<file path="config.mk">
export PLATFORM = sky130hd
export DESIGN_NAME = day_number_to_gregorian_date_top
export DESIGN_NICKNAME = d
export VERILOG_FILES = /design/src/dngd_pkg.sv /design/src/day_number_to_gregorian_date_top.sv
export SDC_FILE = /design/constraint.sdc
export NUM_CORES = 2
export LEC_CHECK = 0
export BUFFER_PORTS_ARGS = -buffer_cell sky130_fd_sc_hd__buf_2
export CAP_MARGIN = 20
export CORE_ASPECT_RATIO = 2
export CORE_UTILIZATION = 65
export DETAILED_ROUTE_END_ITERATION = 10
export HOLD_SLACK_MARGIN = 0.05
export PLACE_DENSITY = 0.87
export REMOVE_ABC_BUFFERS = 1
export SYNTH_ARGS = -nofsm -noshare
export SYNTH_HDL_FRONTEND = slang
export SYNTH_SLANG_ARGS = --single-unit
export TNS_END_PERCENT = 20
</file>
<file path="constraint.sdc">
create_clock -name clk -period 7.3 [get_ports clk]
set_clock_uncertainty 0.2 [all_clocks]
set_input_delay 1.46 -clock clk [delete_from_list [all_inputs] [get_ports clk]]
set_output_delay 1.46 -clock clk [all_outputs]
set_load 0.01 [all_outputs]
</file>
<file path="src/dngd_pkg.sv">
// ============================================================================
// dngd_pkg
// Shared types and calendar constants for the day number to Gregorian date
// converter.
// ============================================================================
package dngd_pkg;

	// Field widths of one transaction.
	localparam int DAY_NUMBER_W = 32;
	localparam int YEAR_W       = 24;
	localparam int MONTH_W      = 4;
	localparam int DAY_W        = 5;

	typedef logic signed [DAY_NUMBER_W-1:0] day_number_t;
	typedef logic signed [YEAR_W-1:0]       year_t;
	typedef logic        [MONTH_W-1:0]      month_t;
	typedef logic        [DAY_W-1:0]        day_t;

	// Calendar constants. Day numbers are counted from 1 March of year 0.
	localparam int EPOCH_MAR1_Y0 = 1721120;
	localparam int DAYS_YEAR     = 365;
	localparam int DAYS_4Y       = 4 * DAYS_YEAR + 1;
	localparam int DAYS_100Y     = 25 * DAYS_4Y - 1;
	localparam int DAYS_400Y     = 4 * DAYS_100Y + 1;
	localparam int DAYS_5MON     = 153;
	localparam int DAYS_2MON     = 61;
	localparam int DAYS_LONG_MON = 31;
	localparam int YEARS_400     = 400;
	localparam int YEARS_100     = 100;
	localparam int YEARS_4       = 4;
	localparam int MONTHS_YEAR   = 12;
	localparam int MONTH_FEB     = 2;
	localparam int DAY_LEAP      = 29;
	// Month index 0 is March, so index plus this offset is the calendar month.
	localparam int MONTH_OFFSET  = 3;

	// The day count is biased by a whole number of 400-year cycles so that
	// every 32-bit input becomes a non-negative 33-bit value.
	localparam int     CYCLE_BIAS = 14720;
	localparam longint JDN_BIAS   = longint'(CYCLE_BIAS) * longint'(DAYS_400Y)
		- longint'(EPOCH_MAR1_Y0);
	localparam int     YEAR_BIAS  = CYCLE_BIAS * YEARS_400;

	// Internal widths.
	localparam int U_W    = 33;	// biased day count
	localparam int CYC_W  = 15;	// number of 400-year cycles
	localparam int R400_W = 18;	// days within a 400-year cycle
	localparam int R100_W = 16;	// days within a 100-year cycle
	localparam int R4_W   = 11;	// days within a 4-year cycle
	localparam int R1_W   = 9;	// days within a March-based year
	localparam int R5_W   = 8;	// days within a five-month group
	localparam int R2_W   = 6;	// days within a two-month group

	// Reciprocal of the 400-year cycle length. The low bits of the biased
	// count are dropped, which keeps the product narrow; the quotient
	// estimate is then exact or one low.
	localparam int     U_DROP            = 10;
	localparam int     RECIP_400Y_SHIFT  = 40;
	localparam longint RECIP_400Y        =
		(longint'(1) << RECIP_400Y_SHIFT) / longint'(DAYS_400Y);
	localparam int     RECIP_400Y_W      = U_W - U_DROP;

	// Rounded-up reciprocal of the 4-year cycle length, exact for every
	// 16-bit dividend.
	localparam int     RECIP_4Y_SHIFT    = 27;
	localparam longint RECIP_4Y          =
		((longint'(1) << RECIP_4Y_SHIFT) + longint'(DAYS_4Y) - 1) / longint'(DAYS_4Y);
	localparam int     RECIP_4Y_W        = 17;
	localparam int     C4_W              = 5;

endpackage

</file>
<file path="src/day_number_to_gregorian_date_top.sv">
// ============================================================================
// day_number_to_gregorian_date_top
// Converts a signed Julian Day number to the proleptic Gregorian year, month
// and day. A new day number is taken on every cycle that start is high; busy
// never rises. Each transaction comes out on year, month and day with done
// high for one cycle, in order, after passing through the eleven-stage
// pipeline; its two reciprocal multipliers (of the 400-year cycle and of
// the 4-year cycle) each have a stage of their own. The receiver cannot
// stall the block, and none is needed: one result leaves per cycle at most,
// as fast as items enter.
// ============================================================================
module day_number_to_gregorian_date_top (
	input  logic                   clk,
	input  logic                   arst_n,
	input  logic                   start,
	output logic                   busy,
	input  dngd_pkg::day_number_t  day_number,
	output logic                   done,
	output dngd_pkg::year_t        year,
	output dngd_pkg::month_t       month,
	output dngd_pkg::day_t         day
);

	import dngd_pkg::*;

	localparam int PROD400_W = 2 * RECIP_400Y_W;
	localparam int Q400_LSB  = RECIP_400Y_SHIFT - U_DROP;
	localparam int REM0_W    = R400_W + 1;
	localparam int PROD4_W   = R100_W + RECIP_4Y_W;

	// Valid bits that travel with each stage.
	logic v_s1, v_s2, v_s3, v_s4, v_s5, v_s6, v_s7, v_s8, v_s9, v_s10, v_s11;

	// Stage payload registers.
	logic [U_W-1:0]    u_s1;
	logic [REM0_W-1:0] ulow_s2;
	logic [CYC_W-1:0]  q_s2, q_s3, q_s4;
	logic [REM0_W-1:0] rem0_s3;
	logic [R400_W-1:0] rem_s4;
	logic [R100_W-1:0] rem100_s5, rem100_s6;
	logic [2:0]        c100_s5;
	logic [C4_W-1:0]   c4_s6;
	logic [R4_W-1:0]   rem4_s7;
	logic [R1_W-1:0]   rem1_s8;
	logic [1:0]        c5_s9, c5_s10;
	logic [R5_W-1:0]   r5_s9;
	logic [1:0]        c2_s10;
	logic [R2_W-1:0]   r2_s10;
	year_t             y_s5, y_s6, y_s7, y_s8, y_s9, y_s10, y_s11;
	logic              leap_s5, leap_s6, leap_s7, leap_s8, leap_s9, leap_s10;
	month_t            month_s11;
	day_t              day_s11;

	// Combinational signals between stages.
	logic signed [U_W:0]   u_wide_1;
	logic [PROD400_W-1:0]  prod400_2;
	logic [U_W:0]          qmul_3;
	logic [R400_W-1:0]     rem_4;
	logic [CYC_W-1:0]      q_4;
	logic                  ge1_5, ge2_5, ge3_5, ge4_5;
	logic [2:0]            c100_5;
	logic [R400_W-1:0]     off100_5;
	logic [PROD4_W-1:0]    prod4_6;
	logic [R100_W-1:0]     rem4_wide_7;
	logic [2:0]            c1_8;
	logic [R4_W-1:0]       off1_8;
	logic [1:0]            c5_9;
	logic [R1_W-1:0]       off5_9;
	logic [1:0]            c2_10;
	logic [R5_W-1:0]       off2_10;
	logic                  c31_11;
	logic [3:0]            m0_11;
	logic [R2_W-1:0]       dom0_11;

	// The pipeline never holds an item back.
	assign busy = 1'b0;

	// Stage 1: bias the day count into a non-negative value.
	assign u_wide_1 = (U_W+1)'(day_number) + (U_W+1)'(JDN_BIAS);

	// Stage 2: estimate the number of 400-year cycles by a reciprocal.
	assign prod400_2 = PROD400_W'(u_s1[U_W-1:U_DROP]) * PROD400_W'(RECIP_400Y);

	// Stage 3: remainder of the estimate; it is below twice the cycle length,
	// so the low bits of both operands suffice.
	assign qmul_3 = (U_W+1)'(q_s2) * (U_W+1)'(DAYS_400Y);

	// Stage 4: correct an estimate that came out one low.
	always_comb begin
		if (rem0_s3 >= REM0_W'(DAYS_400Y)) begin
			rem_4 = R400_W'(rem0_s3 - REM0_W'(DAYS_400Y));
			q_4   = q_s3 + CYC_W'(1);
		end else begin
			rem_4 = R400_W'(rem0_s3);
			q_4   = q_s3;
		end
	end

	// Stage 5: split the 400-year cycle into centuries. The last day of the
	// cycle is a fifth century of one day: the leap day of a 400-year cycle.
	assign ge1_5 = rem_s4 >= R400_W'(DAYS_100Y);
	assign ge2_5 = rem_s4 >= R400_W'(2 * DAYS_100Y);
	assign ge3_5 = rem_s4 >= R400_W'(3 * DAYS_100Y);
	assign ge4_5 = rem_s4 >= R400_W'(4 * DAYS_100Y);
	assign c100_5 = 3'(ge1_5) + 3'(ge2_5) + 3'(ge3_5) + 3'(ge4_5);

	always_comb begin
		case (c100_5)
			3'd0:    off100_5 = '0;
			3'd1:    off100_5 = R400_W'(DAYS_100Y);
			3'd2:    off100_5 = R400_W'(2 * DAYS_100Y);
			3'd3:    off100_5 = R400_W'(3 * DAYS_100Y);
			default: off100_5 = R400_W'(4 * DAYS_100Y);
		endcase
	end

	// Stage 6: number of 4-year cycles in the century by an exact reciprocal.
	assign prod4_6 = PROD4_W'(rem100_s5) * PROD4_W'(RECIP_4Y);

	// Stage 7: days left within the 4-year cycle.
	assign rem4_wide_7 = rem100_s6 - R100_W'(c4_s6) * R100_W'(DAYS_4Y);

	// Stage 8: whole years within the 4-year cycle. A count of four marks
	// the leap day that ends a 4-year cycle.
	always_comb begin
		if (rem4_s7 >= R4_W'(4 * DAYS_YEAR)) begin
			c1_8   = 3'd4;
			off1_8 = R4_W'(4 * DAYS_YEAR);
		end else if (rem4_s7 >= R4_W'(3 * DAYS_YEAR)) begin
			c1_8   = 3'd3;
			off1_8 = R4_W'(3 * DAYS_YEAR);
		end else if (rem4_s7 >= R4_W'(2 * DAYS_YEAR)) begin
			c1_8   = 3'd2;
			off1_8 = R4_W'(2 * DAYS_YEAR);
		end else if (rem4_s7 >= R4_W'(DAYS_YEAR)) begin
			c1_8   = 3'd1;
			off1_8 = R4_W'(DAYS_YEAR);
		end else begin
			c1_8   = 3'd0;
			off1_8 = '0;
		end
	end

	// Stage 9: five-month groups within the March-based year.
	always_comb begin
		if (rem1_s8 >= R1_W'(2 * DAYS_5MON)) begin
			c5_9   = 2'd2;
			off5_9 = R1_W'(2 * DAYS_5MON);
		end else if (rem1_s8 >= R1_W'(DAYS_5MON)) begin
			c5_9   = 2'd1;
			off5_9 = R1_W'(DAYS_5MON);
		end else begin
			c5_9   = 2'd0;
			off5_9 = '0;
		end
	end

	// Stage 10: two-month groups within the five-month group.
	always_comb begin
		if (r5_s9 >= R5_W'(2 * DAYS_2MON)) begin
			c2_10   = 2'd2;
			off2_10 = R5_W'(2 * DAYS_2MON);
		end else if (r5_s9 >= R5_W'(DAYS_2MON)) begin
			c2_10   = 2'd1;
			off2_10 = R5_W'(DAYS_2MON);
		end else begin
			c2_10   = 2'd0;
			off2_10 = '0;
		end
	end

	// Stage 11: pick the month of the pair and the day within it.
	assign c31_11  = r2_s10 >= R2_W'(DAYS_LONG_MON);
	assign dom0_11 = c31_11 ? (r2_s10 - R2_W'(DAYS_LONG_MON)) : r2_s10;
	assign m0_11   = 4'(c5_s10) * 4'(5) + 4'(c2_s10) * 4'(2) + 4'(c31_11);

	// Valid bits advance every cycle.
	always_ff @(posedge clk or negedge arst_n) begin
		if (!arst_n) begin
			v_s1  <= 1'b0;
			v_s2  <= 1'b0;
			v_s3  <= 1'b0;
			v_s4  <= 1'b0;
			v_s5  <= 1'b0;
			v_s6  <= 1'b0;
			v_s7  <= 1'b0;
			v_s8  <= 1'b0;
			v_s9  <= 1'b0;
			v_s10 <= 1'b0;
			v_s11 <= 1'b0;
		end else begin
			v_s1  <= start;
			v_s2  <= v_s1;
			v_s3  <= v_s2;
			v_s4  <= v_s3;
			v_s5  <= v_s4;
			v_s6  <= v_s5;
			v_s7  <= v_s6;
			v_s8  <= v_s7;
			v_s9  <= v_s8;
			v_s10 <= v_s9;
			v_s11 <= v_s10;
		end
	end

	// Payload registers of all stages.
	always_ff @(posedge clk) begin
		u_s1      <= u_wide_1[U_W-1:0];

		q_s2      <= prod400_2[Q400_LSB +: CYC_W];
		ulow_s2   <= u_s1[REM0_W-1:0];

		rem0_s3   <= ulow_s2 - qmul_3[REM0_W-1:0];
		q_s3      <= q_s2;

		rem_s4    <= rem_4;
		q_s4      <= q_4;

		rem100_s5 <= R100_W'(rem_s4 - off100_5);
		c100_s5   <= c100_5;
		leap_s5   <= ge4_5;
		y_s5      <= YEAR_W'(q_s4) * YEAR_W'(YEARS_400) - YEAR_W'(YEAR_BIAS);

		rem100_s6 <= rem100_s5;
		c4_s6     <= prod4_6[RECIP_4Y_SHIFT +: C4_W];
		leap_s6   <= leap_s5;
		y_s6      <= y_s5 + YEAR_W'(c100_s5) * YEAR_W'(YEARS_100);

		rem4_s7   <= rem4_wide_7[R4_W-1:0];
		leap_s7   <= leap_s6;
		y_s7      <= y_s6 + YEAR_W'(c4_s6) * YEAR_W'(YEARS_4);

		rem1_s8   <= R1_W'(rem4_s7 - off1_8);
		leap_s8   <= leap_s7 | (c1_8 == 3'd4);
		y_s8      <= y_s7 + YEAR_W'(c1_8);

		c5_s9     <= c5_9;
		r5_s9     <= R5_W'(rem1_s8 - off5_9);
		leap_s9   <= leap_s8;
		y_s9      <= y_s8;

		c5_s10    <= c5_s9;
		c2_s10    <= c2_10;
		r2_s10    <= R2_W'(r5_s9 - off2_10);
		leap_s10  <= leap_s9;
		y_s10     <= y_s9;

		// January and February belong to the next year; a leap day at the
		// end of a cycle already names its year.
		if (leap_s10) begin
			month_s11 <= MONTH_W'(MONTH_FEB);
			day_s11   <= DAY_W'(DAY_LEAP);
			y_s11     <= y_s10;
		end else if (m0_11 > 4'(MONTHS_YEAR - MONTH_OFFSET)) begin
			month_s11 <= m0_11 - 4'(MONTHS_YEAR - MONTH_OFFSET);
			day_s11   <= DAY_W'(dom0_11) + DAY_W'(1);
			y_s11     <= y_s10 + YEAR_W'(1);
		end else begin
			month_s11 <= m0_11 + 4'(MONTH_OFFSET);
			day_s11   <= DAY_W'(dom0_11) + DAY_W'(1);
			y_s11     <= y_s10;
		end
	end

	// Result ports.
	assign done  = v_s11;
	assign year  = y_s11;
	assign month = month_s11;
	assign day   = day_s11;

endmodule
</file>
==> results.txt <==
status: complete, no violations
Setup violations, final: 0
Sink Count: 395
Detailed Place HPWL: 66100 um
IO Pins: 70
Via density: 5.50
H-tree depth: 2
fin crit share: 0.950
slew margin rel.: 0.338
Required @ worst endpoint: 7.57 ns
vias in the first global route: 24526
unrepaired setup endpoints after global routing: no
WS Path Type: reg -> reg
nets: 4145
vias: 21161
cells after synthesis: 3044
Setup TNS Final: 0 ns
CTS max path bufs: 3
gpl congestion: 0.972
share of cells above drive strength 1: 0.0599
Pre-antenna DRT Iters: 5
WL/cell: 20.1 um
critical-path maximum fanout: 5
CP arrival: 7.21 ns
minimum clock period: 6.93 ns
Hold Fails Final Rpt: 0
Residual DRC: 0
Hold Path Class: reg -> reg
post-route ant nets: 0
most common cell in the netlist: inv_1
FF+latch count, synth: 395
Post-synth top flop: dfxtp_1
clock insertion delay at the later pin of the skew report: 0.55 ns
core area: 0.0482 sq mm
post-synthesis cell area: 0.0317 sq mm
CTS Hold Bufs: 0
Async SR Flop Fraction: 0.0278
post-synth top area share: 0.242
TritonCTS clock tree: done
FF+latch area: 0.00797 sq mm
die footprint: 0.0497 sq mm
Yosys Warn Count: 0
I/O Buffers: 68
syn_area_per_cell: 10.4 sq um
Clock Pin Slew Worst Setup and Hold Paths: 0.07 ns
total grt overflow: 0
chip width: 158 um
first-pass GRT wire length: 122000 um
Die Ht: 314 um
Yosys top cell by area: dfxtp_1
fillers: 3527
Max Slew Vio Count: 0
CTS buffer count: 36
footprint of the multi-input gates: 0.0211 sq mm
area grow syn2layout: 8.05%
1st-iter DRT viols: 759
Seq/Total Area, Yosys: 0.251
Root Driver: clkbuf_16
initial core utilization: 0.658
Tot GR Track Use: 0.331
Critical Path Sink Type: flip-flop
largest net degree at the start of global routing: 19
synth cell count leaders: inv_1 (705), ha_1 (559), dfxtp_1 (384), fa_1 (375), xnor2_1 (180)
Max Cap Violations: 0
Fmax achieved: 144 MHz
drt total wl: 77100 um
crit start category: flip-flop
initial antenna violation count: 3
Rows: 114
worst slew pin tran: 0.994 ns
synth top area cells: dfxtp_1 (24%), fa_1 (24%), ha_1 (22%), inv_1 (8.3%), xnor2_1 (5.0%)
Post-synth EDFFs: 0
Unique masters post-synth: 68
-- sequential cells by signal (all words and copies together), names as in the netlist, 5 cells and up --
signal and count:
y_s10 24, q_s4 15, c4_s6 5, r5_s9 8
ulow_s2 19, year 24, y_s9 24, y_s7 22
rem100_s6 11, y_s5 20, u_s1 33, q_s2 15
rem0_s3 19, day 5, y_s6 22, y_s8 24
rem1_s8 9, rem_s4 18, q_s3 15, rem4_s7 11
r2_s10 6, rem100_s5 16
-- logic make-up after synthesis --
family / Yosys count / share of synthesized area
buf+inv: 714 / 0.0849
mux: 6 / 0.00205
simple gates: 409 / 0.0632
fa+ha+maj: 934 / 0.457
flops: 395 / 0.251
compound gates: 309 / 0.0646
other cells: 1 / 0.000118
xor+xnor: 276 / 0.0767
-- placed cells by master (no fill, tap or decap), drive strengths merged, types with 16 or more instances in the layout --
cell,netlist,final
xor2,95,95
a21o,49,49
nand3,59,59
nand2,88,88
and3,24,24
clkbuf,6,47
o21bai,18,18
inv,705,710
ha,559,559
buf,3,103
o21ai,53,53
fa,375,375
nor3,27,27
nand4,20,20
xnor2,180,180
nor2,101,101
nand2b,21,21
a21oi,95,95
nor2b,16,16
dfxtp,384,384
-- per-stage QoR --
| stage | worst slack (ns) | instance area (sq um) | instances | hold WS [ns] | util |
|---|---|---|---|---|---|
| 2_1_floorplan | 0.788 | 31700 | 3035 | 0.110 | - |
| 3_3_place_gp | 0.356 | 33100 | 3776 | 0.110 | 0.686 |
| 3_5_place_dp | 0.369 | 33100 | 3776 | 0.112 | 0.686 |
| 4_1_cts | 0.282 | 34200 | 3842 | 0.123 | 0.710 |
| 5_1_grt | 0.0366 | 34300 | 3845 | 0.130 | 0.711 |
| 6_report | 0.365 | 34300 | 3845 | 0.123 | 0.711 |
-- what timing repair did --
item	in CTS	in global routing
gates resized for setup	0	2
setup buffers	0	0
endpoints found under the setup margin	0	2
-- cell type report --
type,count,area share
antenna,3,0.000219
clock buffer,47,0.0287
clock inverter,19,0.00595
inverter,705,0.0772
multi-input combinational,1935,0.615
sequential,395,0.232
tap,638,0.0233
timing repair buffer,103,0.0176
-- layer usage --
| layer | vias to the layer above | track usage | wire length [um] |
|---|---|---|---|
| li1 | 9955 | - | - |
| met1 | 10394 | 0.243 | 21200 |
| met2 | 482 | 0.675 | 45100 |
| met3 | 330 | 0.0464 | 2330 |
| met4 | 0 | 0.307 | 8490 |
| met5 | - | 0 | 0 |
-- worst max-delay path: stages (launching register included) --
cell,delay (ns)
dfxtp_1,0.51
fa_1,0.52
fa_1,0.52
inv_1,0.06
fa_1,0.56
fa_1,0.54
fa_1,0.54
inv_1,0.05
fa_1,0.47
ha_1,0.31
ha_1,0.35
a21o_1,0.21
a21o_1,0.18
a2111o_1,0.43
a211oi_2,0.22
a2111oi_2,0.07
buf_4,0.17
a31o_1,0.24
or3_1,0.36
a21oi_2,0.19
xnor2_1,0.14
-- path summary, 6_finish.rpt --
kind | slack, ns | end | cells after the start | from
max | 0.37 | q_s2[12] | 20 | u_s1[20]
min | 0.12 | c5_s10[1] | 0 | c5_s9[1]
max reg2reg | 0.37 | q_s2[12] | 20 | u_s1[20]
min reg2reg | 0.12 | c5_s10[1] | 0 | c5_s9[1]
max in group asynchronous | 6.15 | v_s7 | 1 | arst_n
min in group asynchronous | 0.55 | v_s8 | 1 | arst_n
Power is not shown: default switching activity piles up to over one toggle a cycle in this logic, so the estimate is an artifact.
